`src/hdl/rsits_pkg.sv`:
```
// Package of types, constants and codes shared by the RSI threshold signal block.
`timescale 1ns / 1ps

package rsits_pkg;

    // Default sizing of the block.
    localparam int WINDOW_MAX_DEF = 64;
    localparam int PRICE_BITS_DEF = 32;
    localparam int SUM_W_DEF      = PRICE_BITS_DEF + $clog2(WINDOW_MAX_DEF);

    // Fixed field widths.
    localparam int WLEN_W     = 7;
    localparam int RSI_W      = 14;
    localparam int SIG_W      = 2;
    localparam int CFG_IDX_W  = 2;
    localparam int CFG_DATA_W = 14;

    // The quotient is formed as four decimal digits, each of four bits.
    localparam int RSI_DIGITS = 4;
    localparam int DIGIT_BITS = 4;

    // Configuration register indexes.
    localparam logic [CFG_IDX_W-1:0] CFG_WINDOW_LENGTH    = 2'd0;
    localparam logic [CFG_IDX_W-1:0] CFG_OVERBOUGHT_LEVEL = 2'd1;
    localparam logic [CFG_IDX_W-1:0] CFG_OVERSOLD_LEVEL   = 2'd2;

    // Reset values.
    localparam logic [WLEN_W-1:0] WLEN_RESET     = 7'd14;
    localparam logic [RSI_W-1:0]  OVERBOUGHT_RST = 14'd7000;
    localparam logic [RSI_W-1:0]  OVERSOLD_RST   = 14'd3000;
    localparam logic [RSI_W-1:0]  RSI_INIT       = 14'd5000;
    localparam logic [RSI_W-1:0]  RSI_FULL       = 14'd10000;

    // Trade signal codes.
    typedef enum logic [SIG_W-1:0] {
        SIG_HOLD = 2'd0,
        SIG_BUY  = 2'd1,
        SIG_SELL = 2'd2
    } t_trade_signal;

    // Result of the divider towards the control sequencer.
    typedef struct packed {
        logic             done;
        logic [RSI_W-1:0] quo;
    } t_div_res;

endpackage

```
`src/hdl/rsits_div.sv`:
```
// Digit-serial divider forming floor(10000 * gain / total), one quotient bit per trial subtraction.
`timescale 1ns / 1ps

module rsits_div #(
    parameter int SUM_W = rsits_pkg::SUM_W_DEF
) (
    input  logic                i_clk,
    input  logic                i_rst_n,
    input  logic                i_start,
    input  logic [SUM_W-1:0]    i_gain,
    input  logic [SUM_W-1:0]    i_total,
    output rsits_pkg::t_div_res o_res
);

    // Ten times a remainder below the divisor needs four more bits.
    localparam int REM_W = SUM_W + 4;
    localparam int DB    = rsits_pkg::DIGIT_BITS;
    localparam int RW    = rsits_pkg::RSI_W;

    typedef enum logic [1:0] {
        D_IDLE,
        D_SCALE,
        D_STEP
    } t_dstate;

    t_dstate                 r_state, n_state;
    logic                    r_done, n_done;
    logic [REM_W-1:0]        r_rem, n_rem;
    logic [SUM_W-1:0]        r_den, n_den;
    logic [RW-1:0]           r_quo, n_quo;
    logic [DB-1:0]           r_digit, n_digit;
    logic [1:0]              r_bit, n_bit;
    logic [1:0]              r_dig_cnt, n_dig_cnt;

    logic [REM_W-1:0]        den_sh;
    logic [REM_W:0]          trial;
    logic [DB-1:0]           digit_new;

    // Trial subtraction of the divisor scaled by the current digit weight.
    assign den_sh    = REM_W'(r_den) << r_bit;
    assign trial     = {1'b0, r_rem} - {1'b0, den_sh};
    assign digit_new = trial[REM_W] ? r_digit : (r_digit | (DB'(1) << r_bit));

    always_comb begin
        n_state   = r_state;
        n_done    = 1'b0;
        n_rem     = r_rem;
        n_den     = r_den;
        n_quo     = r_quo;
        n_digit   = r_digit;
        n_bit     = r_bit;
        n_dig_cnt = r_dig_cnt;
        unique case (r_state)
            D_IDLE: begin
                if (i_start) begin
                    n_rem     = REM_W'(i_gain);
                    n_den     = i_total;
                    n_quo     = '0;
                    n_dig_cnt = '0;
                    n_state   = D_SCALE;
                end
            end
            D_SCALE: begin
                n_rem   = (r_rem << 3) + (r_rem << 1);
                n_digit = '0;
                n_bit   = 2'(DB - 1);
                n_state = D_STEP;
            end
            D_STEP: begin
                if (!trial[REM_W]) begin
                    n_rem = trial[REM_W-1:0];
                end
                n_digit = digit_new;
                if (r_bit == 2'd0) begin
                    n_quo = RW'((r_quo << 3) + (r_quo << 1) + RW'(digit_new));
                    if (r_dig_cnt == 2'(rsits_pkg::RSI_DIGITS - 1)) begin
                        n_done  = 1'b1;
                        n_state = D_IDLE;
                    end else begin
                        n_dig_cnt = r_dig_cnt + 2'd1;
                        n_state   = D_SCALE;
                    end
                end else begin
                    n_bit = r_bit - 2'd1;
                end
            end
            default: begin
                n_state = D_IDLE;
            end
        endcase
    end

    always_ff @(posedge i_clk) begin
        if (!i_rst_n) begin
            r_state <= D_IDLE;
            r_done  <= 1'b0;
        end else begin
            r_state <= n_state;
            r_done  <= n_done;
        end
        r_rem     <= n_rem;
        r_den     <= n_den;
        r_quo     <= n_quo;
        r_digit   <= n_digit;
        r_bit     <= n_bit;
        r_dig_cnt <= n_dig_cnt;
    end

    assign o_res.done = r_done;
    assign o_res.quo  = r_quo;

endmodule

```
`src/hdl/rsi_threshold_signal_top.sv`:
```
// Top level of the RSI threshold signal block: window store, running sums and signal logic.
`timescale 1ns / 1ps

// Each accepted item is one closing price. When a previous nonzero price exists, the
// price change is stored in a ring of the last window_length changes and exact sums of
// gains and losses are kept. Once the window is full the RSI, in hundredths of a percent
// point, is 10000 * G / (G + L) truncated, or 10000 when the loss sum is zero; otherwise it
// keeps its last value, 5000 after reset. Every item gives exactly one result: SELL above
// the overbought level, BUY below the oversold level, HOLD otherwise and always HOLD before
// the window has filled. Items are handled one at a time. An item whose price has no
// predecessor goes from acceptance straight to the signal step; one that updates the
// window passes the change, remove, add and check steps, and the divider when a new
// quotient is needed, which produces four decimal digits at one bit per cycle (one scaling
// step and four trial subtractions per digit). The result sits in an output register, so
// a new item is taken while the previous result still waits. A write to window_length
// empties the window but keeps the previous price and the held RSI. Configuration writes
// are taken only while no item is in progress, and input items are stalled during a
// configuration write. The change store has no reset: the fill count makes sure that an
// entry is read back only after it has been written, so no clearing pass is needed.
module rsi_threshold_signal_top #(
    parameter int WINDOW_MAX = rsits_pkg::WINDOW_MAX_DEF,
    parameter int PRICE_BITS = rsits_pkg::PRICE_BITS_DEF
) (
    input  logic                             i_clk,
    input  logic                             i_rst_n,
    // Input items.
    input  logic                             i_in_valid,
    output logic                             o_in_stall,
    input  logic [PRICE_BITS-1:0]            i_close_price,
    // Result items.
    output logic                             o_out_valid,
    input  logic                             i_out_stall,
    output logic [rsits_pkg::SIG_W-1:0]      o_trade_signal,
    output logic [rsits_pkg::RSI_W-1:0]      o_rsi_level,
    output logic                             o_window_full,
    // Configuration writes.
    input  logic                             i_cfg_valid,
    output logic                             o_cfg_ready,
    input  logic [rsits_pkg::CFG_IDX_W-1:0]  i_cfg_index,
    input  logic [rsits_pkg::CFG_DATA_W-1:0] i_cfg_data
);

    localparam int P      = PRICE_BITS;
    localparam int SLOT_W = $clog2(WINDOW_MAX);
    localparam int LEN_W  = $clog2(WINDOW_MAX + 1);
    localparam int SUM_W  = PRICE_BITS + $clog2(WINDOW_MAX);
    localparam int WL_W   = rsits_pkg::WLEN_W;
    localparam int CMP_W  = (LEN_W > WL_W) ? LEN_W : WL_W;
    localparam int RW     = rsits_pkg::RSI_W;

    // Sequencer states: the window update runs through the stored sums one step at a time.
    typedef enum logic [2:0] {
        S_IDLE,
        S_CHANGE,
        S_REMOVE,
        S_ADD,
        S_CHECK,
        S_DIVIDE,
        S_SIGNAL
    } t_state;

    t_state                   r_state, n_state;

    // Configuration registers.
    logic [WL_W-1:0]          r_window_length, n_window_length;
    logic [RW-1:0]            r_overbought, n_overbought;
    logic [RW-1:0]            r_oversold, n_oversold;

    // Window state.
    logic [LEN_W-1:0]         r_fill, n_fill;
    logic [SLOT_W-1:0]        r_wslot, n_wslot;
    logic [SUM_W-1:0]         r_gain_sum, n_gain_sum;
    logic [SUM_W-1:0]         r_loss_sum, n_loss_sum;
    logic [P-1:0]             r_prev, n_prev;
    logic [RW-1:0]            r_rsi, n_rsi;
    logic                     r_out_valid, n_out_valid;

    // Item payload in flight. A stored change is {gain flag, magnitude}.
    logic [P-1:0]             r_price, n_price;
    logic [P:0]               r_chg, n_chg;
    logic [P:0]               r_old;
    rsits_pkg::t_trade_signal r_out_signal, n_out_signal;
    logic [RW-1:0]            r_out_rsi, n_out_rsi;
    logic                     r_out_full, n_out_full;

    // Change store, one entry per window position.
    logic [P:0]               r_ring [WINDOW_MAX];

    logic                     cfg_we;
    logic                     in_accept;
    logic [CMP_W-1:0]         wl_ext;
    logic [LEN_W-1:0]         eff_len;
    logic                     full_now;
    logic [LEN_W-1:0]         slot_inc;
    logic [P:0]               chg_diff;
    logic                     chg_neg;
    logic [P-1:0]             chg_mag;
    logic                     chg_gain;
    logic                     div_start;
    logic [SUM_W-1:0]         div_total;
    rsits_pkg::t_div_res      div_res;

    assign o_cfg_ready = (r_state == S_IDLE);
    assign cfg_we      = i_cfg_valid && o_cfg_ready;
    // A configuration write takes precedence over an item offered in the same cycle.
    assign o_in_stall  = (r_state != S_IDLE) || i_cfg_valid;
    assign in_accept   = i_in_valid && !o_in_stall;

    // Window length as used: zero counts as one, and it saturates at the store depth.
    assign wl_ext  = CMP_W'(r_window_length);
    assign eff_len = (wl_ext == '0)                ? LEN_W'(1) :
                     (wl_ext > CMP_W'(WINDOW_MAX)) ? LEN_W'(WINDOW_MAX) :
                                                     LEN_W'(wl_ext);

    assign full_now = (r_fill >= eff_len);
    assign slot_inc = LEN_W'(r_wslot) + LEN_W'(1);

    // Price change as a gain flag and a magnitude; a zero change counts as a loss of zero.
    assign chg_diff = {1'b0, r_price} - {1'b0, r_prev};
    assign chg_neg  = chg_diff[P];
    assign chg_mag  = chg_neg ? (~chg_diff[P-1:0] + P'(1)) : chg_diff[P-1:0];
    assign chg_gain = !chg_neg && (chg_diff != '0);

    assign div_total = r_gain_sum + r_loss_sum;

    rsits_div #(
        .SUM_W (SUM_W)
    ) u_div (
        .i_clk   (i_clk),
        .i_rst_n (i_rst_n),
        .i_start (div_start),
        .i_gain  (r_gain_sum),
        .i_total (div_total),
        .o_res   (div_res)
    );

    always_comb begin
        n_state         = r_state;
        n_window_length = r_window_length;
        n_overbought    = r_overbought;
        n_oversold      = r_oversold;
        n_fill          = r_fill;
        n_wslot         = r_wslot;
        n_gain_sum      = r_gain_sum;
        n_loss_sum      = r_loss_sum;
        n_prev          = r_prev;
        n_rsi           = r_rsi;
        n_price         = r_price;
        n_chg           = r_chg;
        n_out_signal    = r_out_signal;
        n_out_rsi       = r_out_rsi;
        n_out_full      = r_out_full;
        n_out_valid     = r_out_valid;
        div_start       = 1'b0;

        // The waiting result leaves as soon as the receiver takes it.
        if (r_out_valid && !i_out_stall) begin
            n_out_valid = 1'b0;
        end

        unique case (r_state)
            S_IDLE: begin
                if (cfg_we) begin
                    unique case (i_cfg_index)
                        rsits_pkg::CFG_WINDOW_LENGTH: begin
                            n_window_length = i_cfg_data[WL_W-1:0];
                            n_fill          = '0;
                            n_wslot         = '0;
                            n_gain_sum      = '0;
                            n_loss_sum      = '0;
                        end
                        rsits_pkg::CFG_OVERBOUGHT_LEVEL: begin
                            n_overbought = i_cfg_data[RW-1:0];
                        end
                        rsits_pkg::CFG_OVERSOLD_LEVEL: begin
                            n_oversold = i_cfg_data[RW-1:0];
                        end
                        default: begin
                        end
                    endcase
                end
                if (in_accept) begin
                    n_price = i_close_price;
                    n_wslot = (LEN_W'(r_wslot) >= eff_len) ? '0 : r_wslot;
                    if (r_prev != '0) begin
                        n_state = S_CHANGE;
                    end else begin
                        // No previous price: nothing enters the window.
                        n_prev  = i_close_price;
                        n_state = S_SIGNAL;
                    end
                end
            end
            S_CHANGE: begin
                n_chg   = {chg_gain, chg_mag};
                n_prev  = r_price;
                n_state = S_REMOVE;
            end
            S_REMOVE: begin
                // With a full window the oldest change leaves the sums.
                if (full_now) begin
                    if (r_old[P]) begin
                        n_gain_sum = r_gain_sum - SUM_W'(r_old[P-1:0]);
                    end else begin
                        n_loss_sum = r_loss_sum - SUM_W'(r_old[P-1:0]);
                    end
                end else begin
                    n_fill = r_fill + LEN_W'(1);
                end
                n_state = S_ADD;
            end
            S_ADD: begin
                if (r_chg[P]) begin
                    n_gain_sum = r_gain_sum + SUM_W'(r_chg[P-1:0]);
                end else begin
                    n_loss_sum = r_loss_sum + SUM_W'(r_chg[P-1:0]);
                end
                n_wslot = (slot_inc >= eff_len) ? '0 : slot_inc[SLOT_W-1:0];
                n_state = S_CHECK;
            end
            S_CHECK: begin
                if (full_now) begin
                    if (r_loss_sum == '0) begin
                        n_rsi   = rsits_pkg::RSI_FULL;
                        n_state = S_SIGNAL;
                    end else begin
                        div_start = 1'b1;
                        n_state   = S_DIVIDE;
                    end
                end else begin
                    n_state = S_SIGNAL;
                end
            end
            S_DIVIDE: begin
                if (div_res.done) begin
                    n_rsi   = div_res.quo;
                    n_state = S_SIGNAL;
                end
            end
            S_SIGNAL: begin
                if (!r_out_valid || !i_out_stall) begin
                    n_out_valid  = 1'b1;
                    n_out_rsi    = r_rsi;
                    n_out_full   = full_now;
                    n_out_signal = rsits_pkg::SIG_HOLD;
                    if (full_now) begin
                        if (r_rsi > r_overbought) begin
                            n_out_signal = rsits_pkg::SIG_SELL;
                        end else if (r_rsi < r_oversold) begin
                            n_out_signal = rsits_pkg::SIG_BUY;
                        end
                    end
                    n_state = S_IDLE;
                end
            end
            default: begin
                n_state = S_IDLE;
            end
        endcase
    end

    always_ff @(posedge i_clk) begin
        if (!i_rst_n) begin
            r_state         <= S_IDLE;
            r_window_length <= rsits_pkg::WLEN_RESET;
            r_overbought    <= rsits_pkg::OVERBOUGHT_RST;
            r_oversold      <= rsits_pkg::OVERSOLD_RST;
            r_fill          <= '0;
            r_wslot         <= '0;
            r_gain_sum      <= '0;
            r_loss_sum      <= '0;
            r_prev          <= '0;
            r_rsi           <= rsits_pkg::RSI_INIT;
            r_out_valid     <= 1'b0;
        end else begin
            r_state         <= n_state;
            r_window_length <= n_window_length;
            r_overbought    <= n_overbought;
            r_oversold      <= n_oversold;
            r_fill          <= n_fill;
            r_wslot         <= n_wslot;
            r_gain_sum      <= n_gain_sum;
            r_loss_sum      <= n_loss_sum;
            r_prev          <= n_prev;
            r_rsi           <= n_rsi;
            r_out_valid     <= n_out_valid;
        end
        r_price      <= n_price;
        r_chg        <= n_chg;
        r_out_signal <= n_out_signal;
        r_out_rsi    <= n_out_rsi;
        r_out_full   <= n_out_full;
    end

    // The oldest change is read while the new one is formed; the new one is written to its slot in the add step.
    always_ff @(posedge i_clk) begin
        if (r_state == S_CHANGE) begin
            r_old <= r_ring[r_wslot];
        end
        if (r_state == S_ADD) begin
            r_ring[r_wslot] <= r_chg;
        end
    end

    assign o_out_valid    = r_out_valid;
    assign o_trade_signal = r_out_signal;
    assign o_rsi_level    = r_out_rsi;
    assign o_window_full  = r_out_full;

endmodule

```
`config.mk`:
```
export PLATFORM = sky130hd
export DESIGN_NAME = rsi_threshold_signal_top
export DESIGN_NICKNAME = d
export VERILOG_FILES = /design/src/hdl/rsits_pkg.sv /design/src/hdl/rsits_div.sv /design/src/hdl/rsi_threshold_signal_top.sv
export SDC_FILE = /design/constraint.sdc
export NUM_CORES = 2
export LEC_CHECK = 0
export ABC_AREA = 1
export BUFFER_PORTS_ARGS = -buffer_cell sky130_fd_sc_hd__buf_2
export CAP_MARGIN = 25
export CORE_MARGIN = 2
export CORE_UTILIZATION = 50
export DETAILED_ROUTE_END_ITERATION = 6
export HOLD_SLACK_MARGIN = 0.08
export PLACE_DENSITY = 0.65
export SLEW_MARGIN = 10
export SYNTH_ARGS = -nofsm -noshare
export SYNTH_HDL_FRONTEND = slang
export SYNTH_SLANG_ARGS = --single-unit
```
`constraint.sdc`:
```
create_clock -name i_clk -period 5.85 [get_ports i_clk]
set_input_delay 1.17 -clock i_clk [delete_from_list [all_inputs] [get_ports i_clk]]
set_output_delay 1.17 -clock i_clk [all_outputs]
set_load 0.02 [all_outputs]
```
* Word-level counts from Yosys, hierarchy flattened
Memory sizes are Yosys's and may differ from the RTL's. A register that Yosys moved wholly into a read port is not among the register bits.
Cells that the tools add are included.
** Word-level totals
- Memories kept :: 1
- Output and inout bits :: 20
- Bits in writable memories :: 2112
- Word-level logic and storage cells :: 198
- Input bits :: 53
- Bits in registers :: 361
** Memories
- r_ring :: words 64, width 33, rd ports 1, clocked after Yosys merged registers in 1, write ports 1, line rsi_threshold_signal_top.sv:87 : logic [P:0] r_ring [WINDOW_MAX];
** Operators by class
- $lt $le $gt $ge :: 6
- Bitwise logic cells :: 3
- Muxes and demuxes :: 66
- Shifts and indexed selects :: 2
- $add $sub $neg :: 15
- Eq/ne operators :: 33
- Reductions and logical operators :: 47
** Operators by type and width (count)
- $mux 38 :: 8
- $pmux 38 s3 :: 2
- $pmux 42 s3 :: 1
- $mux 32 :: 3
- $mux 42 :: 2
- $add 38x32->38 :: 2
- $sub 38x32->38 :: 2
- $mux 14 :: 5
- $pmux 32 s2 :: 1
- $pmux 14 s2 :: 2
- $sub 42x42->43 :: 1
- $add 42x42->42 :: 1
- $shl 38x2->42 :: 1
- $add 38x38->38 :: 1
- $logic_not 38->1 :: 1
- $mux 7 :: 5
- $reduce_bool 33->1 :: 1
- $sub 32x32->33 :: 1
- $add 32x1->32 const B :: 1
- $not 32->32 :: 1
- $reduce_bool 32->1 :: 1
- $mux 6 :: 5
- $ne 2x2->1 const B :: 14
- $reduce_and 3->1 :: 8
- other kinds (44) :: 102

* Longest topological paths before layout
- Depth in word-level cells :: 8
- Gate-level depth with buffers :: 34
- Mapped depth without buffers :: 32

* Cells and area by module
A second synthesis with hierarchy kept.
** Unflattened totals
- Cells, all modules :: 10226
- Area, all modules :: 112648.0 sq um
** By module, submodules not included
- rsi_threshold_signal_top :: seq. area each 70357.5 sq um, instances 1, cells an instance 8259, area an instance 100639.0 sq um
- rsits_div :: seq. area each 3123.0 sq um, instances 1, cells an instance 1967, area an instance 12009.0 sq um

* Worst setup path before layout
Ideal clock, no wire load.
- Path type :: flip-flop to flip-flop
- Start :: register u_div.r_bit[0]
- End :: register u_div.r_quo[12] (data pin)
- Required time :: 5.591 ns
- Library setup time :: 0.259 ns
- Path slack :: 1.102 ns
- Stages on the path, launching flop included :: 32
- Arrival time :: 4.489 ns
- Clock period less this slack :: 4.748 ns
- Path buffers :: 2
- Path through :: edfxtp_1 -> clkbuf_1 -> clkinv_1 -> clkbuf_1 -> nand2_1 -> nand3_1 -> o21ai_0 -> ha_1 -> a21oi_1 -> o21ai_0 -> a21oi_1 -> nand2_1 -> nand2_1 -> nand3_1 -> a21o_1 -> nand2_1 -> nand2_1 -> fa_1 -> inv_1 -> fa_1 -> inv_1 -> nand3_1 -> nand2_1 -> nand2_1 -> nand2_1 -> a21oi_1 -> o21ai_0 -> nand2_1 -> nand2_1 -> a21oi_1 -> o21ai_0 -> a21oi_1
** On the way
- Longest elaborated chain between the ends :: 6
- Elaborated cells between the ends (all ways) :: 8
- Those cells by class :: 2 x add/sub; 2 x shift; 3 x mux; 1 x bitwise
** Ends and longest elaborated chain
- from (decl) :: line rsits_div.sv:32 : logic [1:0] r_bit, n_bit;
- from (signal assigned) :: line rsits_div.sv:105 : r_bit <= n_bit;
- $shl 38x2->42 / $shl 1x2->4 (equally long branches) :: line rsits_div.sv:40, rsits_div.sv:42
- $sub 42x42->43 / $or 4x4->4 (equally long branches) :: line rsits_div.sv:41, rsits_div.sv:42
- $mux 4 * :: line rsits_div.sv:42 : assign digit_new = trial[REM_W] ? r_digit : (r_digit | (DB'(1) << r_bit));
- net u_div.digit_new[3] :: line rsits_div.sv:37 : logic [DB-1:0] digit_new;
- $add 14x4->14 * :: line rsits_div.sv:75 : n_quo = RW'((r_quo << 3) + (r_quo << 1) + RW'(digit_new));
- $mux 14 * :: line rsits_div.sv:74 : if (r_bit == 2'd0) begin
- $pmux 14 s2 * :: line rsits_div.sv:53 : unique case (r_state)
- to (signal assigned) :: line rsits_div.sv:103 : r_quo <= n_quo;
- to (decl) :: line rsits_div.sv:30 : logic [RW-1:0] r_quo, n_quo;
The timed path passes the listed nets; every way through them passes the cells marked *. The select of a mux whose other input is x is not followed.
A chain may end at the register's enable or synchronous reset.

* Worst setup path after layout
Same ends and word-level chain as after synthesis.

==> reports/qor.yml <==
status:
  outcome: "completed"
cells_and_area:
  fin_cells: 13300
  syn2layout_area_growth_pct: 12.3
  final_util_pct: 56.6
  num-nets-final: 10500
  regArea_mm2: 0.0735
  drive_gt1_share_pct: 7.97
  multi_input_area_mm2: 0.0338
  nFillCells: 18200
sta:
  period_share_pct: 90.7
  max_clock_freq_mhz: 189
  timing.hold.ws_ns: 0.449
  slew_violations: 0
  tightest_slew_ns: 1.13
  rsz0062_at_grt: "no"
  layout_min_cycle_time_ns: 5.30
  skew_ns: 0.0657
  setup_viol: 0
  max_slew_margin_pct: 23.8
  finalSetupTns_ns: 0
  hold_violations: 0
place:
  dpl.cell_count: 12800
  io_buffers: 72
  dp_hpwl_um: 235000
  gp_congestion: 0.968
detailed_routing:
  postRouteAntennaNets: 0
  via_per_inst: 6.04
  finalWirelength_um: 366000
  wl_per_cell_um: 27.6
  num_vias: 80200
  dr.pass1.iters: 6
  drt-initial-drc-count: 9445
  drc: 0
logic_synthesis:
  ys_warn_count: 0
  yosysTopAreaCellShare_pct: 63.0
  ys_types: 65
  avgSynthCellArea_um2: 11.2
  synth_nets: 10200
  yosysMostFrequentCell: "nand2_1"
  synth-seq-area-share_pct: 66.2
  syn_inst: 9880
  synth_area_mm2: 0.111
  synthArstFlopShare_pct: 0
  synth_enable_flop_cells: 2329
  synthTopCellsByArea: "edfxtp_1, nand2_1, ha_1"
  yosys-top-cells-count: "nand2_1, edfxtp_1, inv_1, nor2_1, a21oi_1"
  synth_area_leader_cell: "edfxtp_1"
  synth-main-ff-cell: "edfxtp_1"
  synth_seq_cells: 2506
floorplan:
  initial_core_util_pct: 50.4
  row_count: 172
  die_h_um: 475
  die_x_um: 475
  ios: 73
  core_area_mm2: 0.220
  dieArea_mm2: 0.226
setup_path:
  worstSetupStartpointType: "flop"
  crit_required_ns: 6.50
  critPathKind: "flop to flop"
  worst-r2r-setup-slack_ns: 0.55
  rr_worst_depth: 29
  critPathMaxStageDelay_ns: 0.52
  slowest_stage: "fa_1"
  crit_fanout: 24
  critPathMostFrequentCell: "nand2_1"
  crit_arrival_ns: 5.96
  critPathTopFamily: "compound AO/OA/AOI/OAI gates"
  timing.rr.end: "u_div.r_quo[12]$_SDFFCE_PN0P_"
  crit_cells: 29
  r2r_start: "u_div.r_bit[0]$_SDFFCE_PN1P_"
  setup.worst_path.end_class: "flop"
  path_buf_inv: 3
power_and_ir_drop:
  p_seq_share_pct: 43.5
  pwr-share-clk_pct: 31.6
  p_leak_nw: 45.1
  intPower_mw: 34.6
  power_density_mw_per_mm2: 416
  power_switching_share_pct: 33.4
  ir_drop_mv: 0.304
  comb_power_share_pct: 24.9
  power.net_switching_mw: 17.3
cts:
  numCtsBuffers: 279
  ctsHtreeMaxLevel: 5
  cts.sinks: 2506
  clk_pin_slew_worst_paths_ns: 0.06
  clockBufferDepth: 4
  clk_latency_ns: 0.95
  cts_tree: "done"
  clockRootBuffer: "clkbuf_16"
global_routing:
  grt_pass1_vias: 76200
  grt_pass1_wl_um: 524000
  grtUsageTotal_pct: 31.9
  grt-ovfl-total: 0
  grt_max_degree: 117
  antenna_found_initial: 14
worst_hold_path:
  hold_start: "r_oversold[0]$_SDFFE_PN0P_"
  hold_path_depth: 2
  min_to: "r_oversold[0]$_SDFFE_PN0P_"
  hold_path_class: "flop to flop"
run:
  max_cap_violations: 0
[power groups by stage]
| stage | logic, mW | registers (mW) | clock network, mW |
|---|---|---|---|
| after floorplan | 7.17 | 23.3 | 0 |
| after global placement | 12.6 | 22.9 | 0 |
| after detailed placement | 12.6 | 22.9 | 0 |
| after CTS | 12.7 | 22.6 | 16.5 |
| after global routing | 14.1 | 22.6 | 17.2 |
| final | 12.9 | 22.6 | 16.4 |
[how the worst max path moves through the flow]
| stage | startpoint | to | slack, ns |
|---|---|---|---|
| 6_report | u_div.r_bit[0]$_SDFFCE_PN1P_ | u_div.r_quo[12]$_SDFFCE_PN0P_ | 0.55 |
| 5_1_grt | u_div.r_bit[0]$_SDFFCE_PN1P_ | u_div.r_quo[12]$_SDFFCE_PN0P_ | 0.1 |
| 4_1_cts | u_div.r_bit[0]$_SDFFCE_PN1P_ | u_div.r_quo[12]$_SDFFCE_PN0P_ | 0.52 |
| 3_5_place_dp | u_div.r_bit[0]$_SDFFCE_PN1P_ | u_div.r_quo[12]$_SDFFCE_PN0P_ | 0.56 |
| 3_3_place_gp | u_div.r_bit[0]$_SDFFCE_PN1P_ | u_div.r_quo[12]$_SDFFCE_PN0P_ | 0.56 |
| 2_1_floorplan | u_div.r_bit[0]$_SDFFCE_PN1P_ | u_div.r_quo[12]$_SDFFCE_PN0P_ | 1.10 |
[tightest hold or removal path, delay by kind of cell, from the launching register on]
| family | cells | cell delay (ns) |
|---|---|---|
| AO/OA/AOI/OAI | 1 | 0.05 |
| buffers and inverters | 1 | 0.05 |
| flip-flops | 1 | 0.29 |
[layout make-up]
cell class | count | area share, %
Antenna cell | 6 | 0.0120
Tap cell | 2958 | 2.97
Inverter | 753 | 2.31
Timing Repair Buffer | 303 | 1.97
Multi-Input combinational cell | 6272 | 27.1
Clock buffer | 343 | 5.89
Clock inverter | 130 | 0.777
Sequential cell | 2506 | 58.9
[repair_timing]
action | CTS | global route
hold buffers | 0 | 0
resized for setup | 0 | 1
setup buffers | 0 | 0
endpoints found under the setup margin | 0 | 1
[flip-flops by register name (all words and copies together), names as in the netlist, 3 cells and up]
| name | cells |
|---|---|
| r_ring | 2112 |
| u_div.r_rem | 42 |
| r_gain_sum | 38 |
| r_loss_sum | 38 |
| u_div.r_den | 38 |
| r_chg | 33 |
| r_old | 33 |
| r_prev | 32 |
| r_price | 32 |
| o_rsi_level | 14 |
| r_overbought | 14 |
| r_oversold | 14 |
| r_rsi | 14 |
| u_div.r_quo | 14 |
| r_fill | 7 |
| r_window_length | 7 |
| r_wslot | 6 |
| u_div.r_digit | 4 |
| r_state | 3 |
[kinds of logic after synthesis]
group | count (synthesis) | synth area share (%)
mux | 1 | 0.00901
simple gates | 4080 | 15.4
flops | 2506 | 66.2
fa+ha+maj | 312 | 3.57
compound gates | 1782 | 10.2
xor+xnor | 97 | 0.765
buf+inv | 1102 | 3.87
[cell usage in the layout, fill, tap and decap left out, types with 17 or more instances in the layout]
| cell | Yosys | routed |
|---|---|---|
| and3_1 | 20 | 20 |
| nand3_1 | 296 | 295 |
| or2_2 | 34 | 34 |
| a21boi_0 | 20 | 20 |
| buf_2 | 119 | 73 |
| clkinv_1 | 10 | 63 |
| clkbuf_16 | 0 | 284 |
| a22oi_1 | 286 | 286 |
| buf_4 | 3 | 201 |
| clkbuf_1 | 175 | 57 |
| nand2_1 | 2590 | 2590 |
| xnor2_1 | 30 | 30 |
| o21bai_1 | 17 | 17 |
| clkinv_2 | 0 | 46 |
| nand3b_1 | 26 | 26 |
| o21ai_0 | 408 | 407 |
| o2bb2ai_1 | 28 | 28 |
| a21o_1 | 35 | 35 |
| a21oi_1 | 528 | 528 |
| a31oi_1 | 83 | 83 |
| nor2_4 | 4 | 75 |
| a22o_1 | 69 | 69 |
| nor3_1 | 60 | 56 |
| o21a_1 | 17 | 17 |
| nand4_1 | 338 | 338 |
| a221oi_1 | 237 | 237 |
| ha_1 | 304 | 303 |
| inv_1 | 727 | 726 |
| nor4_1 | 26 | 26 |
| buf_12 | 0 | 28 |
| nor2_1 | 649 | 579 |
| edfxtp_1 | 2329 | 2329 |
| dfxtp_1 | 177 | 177 |
| xor2_1 | 67 | 67 |
[stage by stage]
| step | instance area [um2] | setup slack [ns] | power, mW |
|---|---|---|---|
| after CTS | 125000 | 0.522 | 51.8 |
| after floorplan | 111000 | 1.10 | 30.5 |
| after detailed placement | 116000 | 0.559 | 35.6 |
| after global routing | 125000 | 0.0988 | 53.9 |
| after global placement | 116000 | 0.560 | 35.5 |
| final | 125000 | 0.546 | 51.9 |
[per-layer routing]
| metal | vias up | track usage, % | part of all wire, % |
|---|---|---|---|
| met2 | 4117 | 50.2 | 46 |
| met1 | 39200 | 42.5 | 39 |
| met3 | 795 | 5.25 | 9.3 |
| li1 | 36100 | - | - |
| met4 | 6 | 17.5 | 6.2 |
| met5 | - | 0 | 0.010 |
(Power assumes the default switching activity.)
